<file path="src/hdl/btsc_pkg.sv">
package btsc_pkg;

  localparam int DEF_SRC_W_LIM    = 128;
  localparam int DEF_SRC_H_LIM    = 128;
  localparam int DEF_MAX_CHANNELS = 4;
  localparam int DEF_WEIGHT_BITS  = 8;

  localparam int NUM_CH    = 4;
  // divisor is at most twice an 8-bit size
  localparam int DVS_W     = 10;
  // fit dividend: 2 * 255 * 65535 + 255
  localparam int FIT_DVD_W = 25;

  typedef enum logic [1:0] {
    STAT_OK        = 2'd0,
    STAT_BAD_CFG   = 2'd1,
    STAT_CH_MISM   = 2'd2,
    STAT_OUT_RANGE = 2'd3
  } status_code_t;

  typedef enum logic [2:0] {
    REG_SRC_W  = 3'd0,
    REG_SRC_H  = 3'd1,
    REG_SRC_CH = 3'd2,
    REG_BOX_W  = 3'd3,
    REG_BOX_H  = 3'd4,
    REG_REQ_CH = 3'd5
  } reg_idx_t;

  typedef enum logic [4:0] {
    S_IDLE,
    S_CHECK,
    S_SIZE,
    S_FIT_WAIT,
    S_RANGE,
    S_MAPX_WAIT,
    S_MAPY,
    S_MAPY_WAIT,
    S_READ0,
    S_READ1,
    S_READ2,
    S_READ3,
    S_READ_WAIT,
    S_MUL_H,
    S_MUL_V,
    S_OUT
  } state_t;

  typedef struct packed {
    logic       write;
    logic       latch;
    logic       check;
    logic       size_copy;
    logic       fit_start;
    logic       fit_load;
    logic       set_oor;
    logic       map_start;
    logic       map_load;
    logic       map_axis;
    logic       rd_en;
    logic [1:0] rd_sel;
    logic       mul_h;
    logic       mul_v;
    logic       out_fire;
  } cmd_t;

  typedef struct packed {
    logic cfg_bad;
    logic fits_box;
    logic oor;
    logic div_done;
  } sts_t;

  typedef struct packed {
    logic [7:0]  sw;
    logic [7:0]  sh;
    logic [2:0]  sch;
    logic [15:0] bw;
    logic [15:0] bh;
    logic [2:0]  rch;
  } cfg_t;

endpackage

</file>
<file path="src/hdl/btsc_ctrl.sv">
module btsc_ctrl (
  input  logic            clk,
  input  logic            rst,
  input  logic            start,
  input  logic            opcode,
  input  btsc_pkg::sts_t  sts,
  output btsc_pkg::cmd_t  cmd,
  output logic            busy
);

  btsc_pkg::state_t state, state_next;

  always_ff @(posedge clk) begin
    if (rst) state <= btsc_pkg::S_IDLE;
    else     state <= state_next;
  end

  always_comb begin
    state_next = state;
    cmd        = '0;
    unique case (state)
      btsc_pkg::S_IDLE: begin
        if (start) begin
          if (opcode) begin
            cmd.latch  = 1'b1;
            state_next = btsc_pkg::S_CHECK;
          end else begin
            cmd.write = 1'b1;
          end
        end
      end
      btsc_pkg::S_CHECK: begin
        cmd.check  = 1'b1;
        state_next = btsc_pkg::S_SIZE;
      end
      btsc_pkg::S_SIZE: begin
        if (sts.cfg_bad) begin
          state_next = btsc_pkg::S_OUT;
        end else if (sts.fits_box) begin
          cmd.size_copy = 1'b1;
          state_next    = btsc_pkg::S_RANGE;
        end else begin
          cmd.fit_start = 1'b1;
          state_next    = btsc_pkg::S_FIT_WAIT;
        end
      end
      btsc_pkg::S_FIT_WAIT: begin
        if (sts.div_done) begin
          cmd.fit_load = 1'b1;
          state_next   = btsc_pkg::S_RANGE;
        end
      end
      btsc_pkg::S_RANGE: begin
        if (sts.oor) begin
          cmd.set_oor = 1'b1;
          state_next  = btsc_pkg::S_OUT;
        end else begin
          cmd.map_start = 1'b1;
          state_next    = btsc_pkg::S_MAPX_WAIT;
        end
      end
      btsc_pkg::S_MAPX_WAIT: begin
        if (sts.div_done) begin
          cmd.map_load = 1'b1;
          state_next   = btsc_pkg::S_MAPY;
        end
      end
      btsc_pkg::S_MAPY: begin
        cmd.map_start = 1'b1;
        cmd.map_axis  = 1'b1;
        state_next    = btsc_pkg::S_MAPY_WAIT;
      end
      btsc_pkg::S_MAPY_WAIT: begin
        cmd.map_axis = 1'b1;
        if (sts.div_done) begin
          cmd.map_load = 1'b1;
          state_next   = btsc_pkg::S_READ0;
        end
      end
      btsc_pkg::S_READ0: begin
        cmd.rd_en  = 1'b1;
        cmd.rd_sel = 2'd0;
        state_next = btsc_pkg::S_READ1;
      end
      btsc_pkg::S_READ1: begin
        cmd.rd_en  = 1'b1;
        cmd.rd_sel = 2'd1;
        state_next = btsc_pkg::S_READ2;
      end
      btsc_pkg::S_READ2: begin
        cmd.rd_en  = 1'b1;
        cmd.rd_sel = 2'd2;
        state_next = btsc_pkg::S_READ3;
      end
      btsc_pkg::S_READ3: begin
        cmd.rd_en  = 1'b1;
        cmd.rd_sel = 2'd3;
        state_next = btsc_pkg::S_READ_WAIT;
      end
      btsc_pkg::S_READ_WAIT: state_next = btsc_pkg::S_MUL_H;
      btsc_pkg::S_MUL_H: begin
        cmd.mul_h  = 1'b1;
        state_next = btsc_pkg::S_MUL_V;
      end
      btsc_pkg::S_MUL_V: begin
        cmd.mul_v  = 1'b1;
        state_next = btsc_pkg::S_OUT;
      end
      btsc_pkg::S_OUT: begin
        cmd.out_fire = 1'b1;
        state_next   = btsc_pkg::S_IDLE;
      end
      default: state_next = btsc_pkg::S_IDLE;
    endcase
  end

  assign busy = state != btsc_pkg::S_IDLE;

endmodule

</file>
<file path="config.mk">
export PLATFORM = sky130hd
export DESIGN_NAME = btsc_ctrl
export DESIGN_NICKNAME = d
export VERILOG_FILES = /design/src/hdl/btsc_pkg.sv /design/src/hdl/btsc_ctrl.sv
export SDC_FILE = /design/constraint.sdc
export NUM_CORES = 1
export LEC_CHECK = 0
export ABC_AREA = 1
export CAP_MARGIN = 20
export CORE_AREA = 2 2 39 41
export CTS_CLUSTER_DIAMETER = 150
export DETAILED_ROUTE_END_ITERATION = 10
export DIE_AREA = 0 0 41 43
export DONT_BUFFER_PORTS = 1
export SYNTH_ARGS = -nofsm -noshare
export SYNTH_HDL_FRONTEND = slang
export SYNTH_SLANG_ARGS = --single-unit
</file>
<file path="constraint.sdc">
create_clock -name clk -period 1.2 [get_ports clk]
set_clock_uncertainty 0.15 [all_clocks]
set_input_delay 0.12 -clock clk [delete_from_list [all_inputs] [get_ports clk]]
set_output_delay 0.12 -clock clk [all_outputs]
set_load 0.01 [all_outputs]
</file>
==> flow_summary.json, run 1 <==
{
  "drt-total-wl_um": 1582,
  "pwr-share-seq": 0.299,
  "yosysSeqAreaShare": 0.1850,
  "final_cell_area_sq_um": 857.1,
  "crit_family": "flip-flops",
  "syn-num-nets": 94,
  "area_delta_synth_final_pct": 97.98,
  "final.setup.worst_slack_ps": -218.3,
  "max-vdd-ir-drop_v": 0.0003657,
  "p_sw_w": 0.0001621,
  "clkTransAtPathRegs_ps": 40,
  "maxCapViolCount": 0,
  "cts.sinks": 4,
  "worstSetupPathType": "reg2out",
  "fin_util": 0.6193,
  "clockPowerShare": 0.330,
  "die_h_um": 43,
  "tightest_slew_ps": 202.3,
  "violations": "setup timing",
  "placeableCoreArea_sq_um": 1384,
  "period_needed_ps": 1418,
  "critPathBufInv": 2,
  "antenna_found_initial": 0,
  "grt_use_total": 0.1739,
  "cp_num_cells": 4,
  "setup_viol": 20,
  "htreeDepth": 1,
  "remaining_drc_errors": 0,
  "yosysWarnings": 0,
  "avgViaCountPerCell": 5.183,
  "reg2regPathDepth": 7,
  "netlist_instances": 86,
  "finalSetupTns_ps": -3098,
  "drt_pass1_iterations": 4,
  "p_leak_nw": 0.3973,
  "ys_ff_latch": 4,
  "p_comb_frac": 0.371,
  "die-width_um": 41,
  "synth_top_cell_by_area": "nand2_1",
  "rows": 14,
  "dp.final_hpwl_um": 1041,
  "drive_gt1_frac": 0.5913,
  "r2r_setup_slack_ps": -170,
  "largest_reg_flops": 4,
  "syn-cell-area_sq_um": 432.9,
  "slew_headroom": 0.8648,
  "yosysTopAreaCellShare": 0.2514,
  "io_buffers": 0,
  "top_register": "state",
  "critPathCaptureType": "primary output",
  "p_int_w": 0.0003294,
  "n_antenna_cell": 0,
  "slowest_stage": "dfxtp_4",
  "gp_congestion": 0.8010,
  "layout_commonest_cell": "nand2_1",
  "drv_slew": 0,
  "synthTopCellsByArea": "nand2_1 (25%), dfxtp_1 (18%), nor2_1 (18%), inv_1 (8.7%), nand3_1 (8.1%)",
  "clock_latency_ps": 230,
  "worstSetupStartpoint": "state[0]",
  "nFillCells": 119,
  "place_area_sq_um": 600.6,
  "max_freq_ghz": 0.7051,
  "num_io_pins": 25,
  "endpoint": "cmd[9]",
  "power_density_nw_per_um2": 573.5,
  "grt_pass1_vias": 581,
  "nets": 125,
  "arrival_ps": 1150,
  "num_vias": 679,
  "status": "complete, but fails checks",
  "cts_buffers": 3,
  "post-place-ws_ps": -120.1,
  "hold_depth": 3,
  "finalHoldViolations": 0,
  "final_antenna_net_count": 0,
  "dieArea_sq_um": 1763,
  "avgSynthCellArea_sq_um": 5.034,
  "cts_max_path_buffers": 2,
  "timing.final.crit_share": 1.182,
  "cts_tree": "yes",
  "most-common-layout-cells": "nand2_1 (24), buf_4 (21), nor2_4 (14), nand3_1 (7)",
  "cts_root_buf": "clkbuf_4",
  "rsz0062_at_grt": "true",
  "wl_per_cell_um": 12.08,
  "rr_endpoint": "state[1]",
  "top_regs": "state: 4 flops",
  "r2r_start": "state[3]",
  "crit_chain": "inv_4 > nand3_1 > nor2_2 > buf_4",
  "drt_iter0_markers": 14,
  "grt_max_degree": 8,
  "start_util": 0.3128,
  "path_max_fanout": 6,
  "worst_setup_path_start_kind": "flop",
  "grt_pass1_wl_um": 2166,
  "hp-class": "in2reg",
  "switching_share": 0.3298,
  "synth_cell_types": 14,
  "critPathRequiredTime_ps": 930,
  "slowest_delay_ps": 370,
  "grt.overflow.total": 0
}
[per-layer routing]
layer  GRT usage  share of wire
met5           0              0
met4     0.06000         0.0082
met3     0.01571          0.067
met2      0.3094           0.54
met1      0.2000           0.38
[cells by family after synthesis]
kind of cell,count (synthesis),synth area share
DFF,4,0.1850
AOI/OAI and AO/OA,6,0.07803
buffers and inverters,13,0.1127
and+or+nand+nor,63,0.6243
[how the worst min path moves through the flow]
stage	startpoint	end
floorplan	rst	state[0]
global placement	rst	state[2]
detailed placement	rst	state[2]
CTS	sts[0]	state[0]
global route	sts[1]	state[1]
finish	sts[0]	state[0]
[power groups by stage]
stage | clock (W) | sequential, W | combinational [W]
global placement | 0 | 0.000148 | 0.000123
global route | 0.000175 | 0.000147 | 0.000194
finish | 0.000162 | 0.000147 | 0.000182
CTS | 0.000167 | 0.000147 | 0.000165
floorplan | 0 | 0.000147 | 0.0000785
detailed placement | 0 | 0.000149 | 0.000125
[per-stage QoR]
stage	power [W]	hold slack (ps)	instances
after floorplan	0.0002256	31.65	86
after global placement	0.0002704	33.80	120
after detailed placement	0.0002735	34.65	120
after CTS	0.0004789	36.56	126
after global routing	0.0005158	60.37	131
final	0.0004915	52.07	131
[synthesized netlist by cell type]
| cell | instances |
|---|---|
| a21oi_1 | 4 |
| a21oi_2 | 1 |
| inv_2 | 3 |
| nand2_2 | 1 |
| or2_2 | 1 |
| nand3b_1 | 1 |
| nor3_1 | 1 |
| inv_1 | 10 |
| nor2_4 | 2 |
| nand3_1 | 7 |
| dfxtp_1 | 4 |
| o21ai_0 | 1 |
| nand2_1 | 29 |
| nor2_1 | 21 |
[worst min-delay path, stage by stage]
cell     delay (ps)
inv_1            80
nand2_1         120
a21oi_1          70
[timing repair]
item                                    4_1_cts  5_1_grt
endpoints found under the hold margin         4        0
endpoints found under the setup margin       21       21
hold buffers                                  1        0
resized for setup                            37       15
buffers inserted                              2        5
pin swaps                                     7        4
[layout make-up]
cell class | instances | area, sq um | area share
multi-input combinational | 69 | 455.4 | 0.5314
timing repair buffer | 26 | 212.7 | 0.2482
sequential | 4 | 92.59 | 0.1080
inverter | 13 | 53.80 | 0.06277
clock buffer | 3 | 22.52 | 0.02628
tap | 16 | 20.02 | 0.02336
No activity file was read; power rests on OpenSTA's default activity.
==> run 2, diff against run 1 <==
--- a/config.mk
+++ b/config.mk
@@ -12,6 +12,7 @@
 export DETAILED_ROUTE_END_ITERATION = 10
 export DIE_AREA = 0 0 41 43
 export DONT_BUFFER_PORTS = 1
+export SKIP_CTS_REPAIR_TIMING = 1
 export SYNTH_ARGS = -nofsm -noshare
 export SYNTH_HDL_FRONTEND = slang
 export SYNTH_SLANG_ARGS = --single-unit
==> flow_summary.json, run 2 (synthesized netlist as in run 1, its figures left out) <==
{
  "slew_headroom": 0.8439,
  "rows": 14,
  "grt.overflow.total": 0,
  "dp.final_hpwl_um": 1041,
  "wl_per_cell_um": 10.79,
  "drt-total-wl_um": 1360,
  "final_cell_area_sq_um": 782.0,
  "num_vias": 633,
  "final_antenna_net_count": 0,
  "clock_latency_ps": 230,
  "drv_slew": 0,
  "violations": "setup timing",
  "gp_congestion": 0.8010,
  "status": "complete, but fails checks",
  "rsz0062_at_grt": "true",
  "grt_pass1_vias": 501,
  "arrival_ps": 1140,
  "cts_tree": "yes",
  "dieArea_sq_um": 1763,
  "placeableCoreArea_sq_um": 1384,
  "critPathCaptureType": "primary output",
  "maxCapViolCount": 0,
  "drt_pass1_iterations": 4,
  "path_max_fanout": 4,
  "clkTransAtPathRegs_ps": 40,
  "worstSetupPathType": "reg2out",
  "io_buffers": 0,
  "p_leak_nw": 0.3650,
  "tightest_slew_ps": 232.9,
  "slowest_delay_ps": 330,
  "cts.sinks": 4,
  "cts_root_buf": "clkbuf_4",
  "n_antenna_cell": 0,
  "worst_setup_path_start_kind": "flop",
  "drt_iter0_markers": 25,
  "grt_use_total": 0.1528,
  "crit_top_cell": "buf_4",
  "grt_pass1_wl_um": 1883,
  "largest_reg_flops": 4,
  "stdcell_count": 126,
  "avgViaCountPerCell": 5.024,
  "layout_commonest_cell": "nand2_1",
  "crit_chain": "nor2_4 > nand2_4 > buf_4 > buf_4",
  "critPathRequiredTime_ps": 930,
  "most-common-layout-cells": "nand2_1 (26), buf_4 (18), nor2_4 (13), inv_1 (7)",
  "max-vdd-ir-drop_v": 0.0003286,
  "start_util": 0.3128,
  "hp-class": "in2reg",
  "area_delta_synth_final_pct": 80.64,
  "power_density_nw_per_um2": 589.7,
  "top_register": "state",
  "num_io_pins": 25,
  "antenna_found_initial": 0,
  "timing.final.crit_share": 1.173,
  "top_regs": "state: 4 flops",
  "cts_buffers": 3,
  "place_area_sq_um": 600.6,
  "die_h_um": 43,
  "grt_max_degree": 8,
  "drive_gt1_frac": 0.5364,
  "remaining_drc_errors": 0,
  "nets": 120,
  "placed_cells": 120,
  "whs_ps": 56.05,
  "slowest_stage": "dfxtp_2",
  "cts_max_path_buffers": 2,
  "max_freq_ghz": 0.7105,
  "period_needed_ps": 1407,
  "die-width_um": 41,
  "p_total_w": 0.0004612,
  "finalHoldViolations": 0,
  "final.setup.worst_slack_ps": -207.4,
  "setup_viol": 21,
  "htreeDepth": 1
}
run 2: cell types whose count changed in the layout (fill, tap and decap cells not counted), sizes merged:
cell | previous run | this run
buf | 25 | 20
run 2: critical path, delay by kind of cell (launching register included):
kind | cells | cell delay (ps)
buffers and inverters | 2 | 280
DFF | 1 | 330
and+or+nand+nor | 2 | 290
run 2: path summary, 6_finish.rpt:
path / cells past startpoint / start / slack (ps) / end
setup reg to reg: 7 / state[3] / -170 / state[1]
hold / removal: 3 / sts[0] / 60 / state[0]
hold reg to reg: 2 / state[2] / 370 / state[2]
setup / recovery: 4 / state[3] / -210 / busy
run 2: metrics by stage:
stage	worst slack, ps	util	setup TNS [ps]
after floorplan	-1.254	-	-1.254
after global placement	-113.9	0.4340	-626.2
after detailed placement	-120.1	0.4340	-626.4
after CTS	-303.1	0.4503	-4020
after global routing	-255.5	0.5651	-3860
final	-207.4	0.5651	-2822
run 2: layer usage:
metal,routed length [um],track usage,up-vias,part of all wire
met4,0,0.06000,0,0
met2,704,0.2469,26,0.52
met1,573,0.1968,291,0.42
met5,0,0,-,0
met3,82,0.01571,0,0.060
li1,-,-,316,-
run 2: final cells by class:
| cell class | instances | area, sq um |
|---|---|---|
| Fill cell | 144 | 601.8 |
| Clock buffer | 3 | 22.52 |
| Sequential cell | 4 | 92.59 |
| Inverter | 13 | 51.30 |
| Multi-Input combinational cell | 69 | 427.9 |
| Timing Repair Buffer | 21 | 167.7 |
| Tap cell | 16 | 20.02 |
run 2: report_power, final:
| part | leakage (nW) | switching (W) | internal (W) | total (W) |
|---|---|---|---|---|
| clock network | 0.0138 | 0.0000490 | 0.000111 | 0.000160 |
| logic | 0.316 | 0.0000889 | 0.0000674 | 0.000156 |
| registers | 0.0352 | 0.00000937 | 0.000135 | 0.000144 |
| total | 0.365 | 0.000147 | 0.000314 | 0.000461 |
==> run 3, diff against run 2 <==
--- a/config.mk
+++ b/config.mk
@@ -7,10 +7,10 @@
 export LEC_CHECK = 0
 export ABC_AREA = 1
 export CAP_MARGIN = 20
-export CORE_AREA = 2 2 39 41
+export CORE_MARGIN = 1.5
+export CORE_UTILIZATION = 30
 export CTS_CLUSTER_DIAMETER = 150
 export DETAILED_ROUTE_END_ITERATION = 10
-export DIE_AREA = 0 0 41 43
 export DONT_BUFFER_PORTS = 1
 export SKIP_CTS_REPAIR_TIMING = 1
 export SYNTH_ARGS = -nofsm -noshare
==> flow_summary.json, run 3 (synthesized netlist as in run 1, its figures left out) <==
{
  "power_density_nw_per_um2": 578.4,
  "critPathRequiredTime_ps": 930,
  "violations": "hold timing, setup timing",
  "cts.sinks": 4,
  "start_util": 0.3286,
  "remaining_drc_errors": 0,
  "slew_headroom": 0.8173,
  "drt_pass1_iterations": 4,
  "maxCapViolCount": 0,
  "crit_chain": "nor2_4 > inv_2 > nor2_4 > inv_2 > nor2_4",
  "reg2regPathDepth": 7,
  "grt_max_degree": 7,
  "top_register": "state",
  "worstSetupPathType": "reg2out",
  "hp-class": "in2reg",
  "cts_max_path_buffers": 2,
  "nets": 119,
  "top_regs": "state: 4 flops",
  "max-vdd-ir-drop_v": 0.0004100,
  "drt-total-wl_um": 1582,
  "num_vias": 622,
  "setup_viol": 21,
  "clkTransAtPathRegs_ps": 40,
  "worst_setup_path_start_kind": "flop",
  "p_leak_nw": 0.3544,
  "status": "complete, but fails checks",
  "whs_ps": -213.9,
  "rsz0062_at_grt": "true",
  "wl_per_cell_um": 12.76,
  "rows": 13,
  "period_needed_ps": 1421,
  "grt.overflow.total": 0,
  "placeableCoreArea_sq_um": 1318,
  "io_buffers": 0,
  "dieArea_sq_um": 1680,
  "r2r_setup_slack_ps": -200,
  "critPathCaptureType": "primary output",
  "endpoint": "cmd[12]",
  "grt_pass1_vias": 408,
  "clock_latency_ps": 230,
  "largest_reg_flops": 4,
  "die_h_um": 40.99,
  "cts_root_buf": "clkbuf_4",
  "crit_top_cell": "nor2_4",
  "nFillCells": 112,
  "slowest_delay_ps": 360,
  "htreeDepth": 1,
  "max_freq_ghz": 0.7037,
  "slowest_stage": "dfxtp_4",
  "final.setup.worst_slack_ps": -221.1,
  "antenna_found_initial": 0,
  "drive_gt1_frac": 0.5872,
  "grt_use_total": 0.1515,
  "drv_slew": 0,
  "final_cell_area_sq_um": 815.8,
  "tightest_slew_ps": 273.7,
  "post-place-ws_ps": -94.82,
  "n_antenna_cell": 0,
  "grt_pass1_wl_um": 1676,
  "path_max_fanout": 6,
  "gp_congestion": 0.8227,
  "worstSetupStartpoint": "state[2]",
  "finalHoldViolations": 4,
  "timing.final.crit_share": 1.184,
  "arrival_ps": 1150,
  "cts_tree": "yes",
  "final_antenna_net_count": 0,
  "most-common-layout-cells": "nand2_1 (25), buf_4 (13), nor2_4 (12), buf_6 (7)",
  "cts_buffers": 3,
  "num_io_pins": 25,
  "place_area_sq_um": 591.8,
  "r2r_start": "state[2]",
  "layout_commonest_cell": "nand2_1",
  "dp.final_hpwl_um": 985.8,
  "rr_endpoint": "state[1]",
  "area_delta_synth_final_pct": 88.44,
  "avgViaCountPerCell": 5.016,
  "die-width_um": 40.99,
  "drt_iter0_markers": 9
}
run 3: cell count changes in the layout (fill, tap and decap cells not counted), moves of 2 or more:
cell / delta
a21oi_4: +2
buf_4: -5
buf_6: +5
inv_1: -2
run 3: worst max-delay path, delay by kind of cell, from the launching register on:
kind                   cells  cell delay, ps
AND/OR/NAND/NOR            3             400
flip-flops                 1             360
buffers and inverters      2             160
run 3: worst min path at each step:
stage / from / end / cells after the start
floorplan: rst / state[0] / 1
global placement: rst / state[2] / 1
detailed placement: rst / state[1] / 1
CTS: rst / state[1] / 1
global route: rst / state[0] / 1
finish: rst / state[0] / 1
run 3: metal layers:
| metal | vias up | global-route usage | part of all wire |
|---|---|---|---|
| li1 | 311 | - | - |
| met1 | 284 | 0.1954 | 0.36 |
| met4 | 0 | 0.07500 | 0.031 |
| met5 | - | 0 | 0 |
| met3 | 4 | 0.02174 | 0.034 |
| met2 | 23 | 0.2422 | 0.57 |
run 3: through the flow:
stage                     std cells  hold WS, ps  power (W)  setup TNS [ps]  utilization
after detailed placement        118        36.57  0.0002653          -368.0       0.4492
after global routing            124       -231.2  0.0005107           -4283       0.6192
final                           124       -213.9  0.0004718           -2968       0.6192
after CTS                       121       -214.6  0.0004397           -3260       0.4663
after global placement          118        32.75  0.0002645          -362.5       0.4492
after floorplan                  86        31.65  0.0002256          -1.254            -
run 3: layout make-up:
| class | count | area, sq um | area share |
|---|---|---|---|
| Tap cell | 15 | 18.77 | 0.02301 |
| Multi-Input combinational cell | 69 | 449.2 | 0.5506 |
| Inverter | 13 | 53.80 | 0.06595 |
| Clock buffer | 3 | 22.52 | 0.02761 |
| Sequential cell | 4 | 95.09 | 0.1166 |
| Timing Repair Buffer | 20 | 176.4 | 0.2163 |
run 3: power by group:
group	internal, W	switching (W)	total [W]
clock	0.000112	0.0000557	0.000168
sequential	0.000133	0.0000113	0.000144
combinational	0.0000675	0.0000927	0.000160
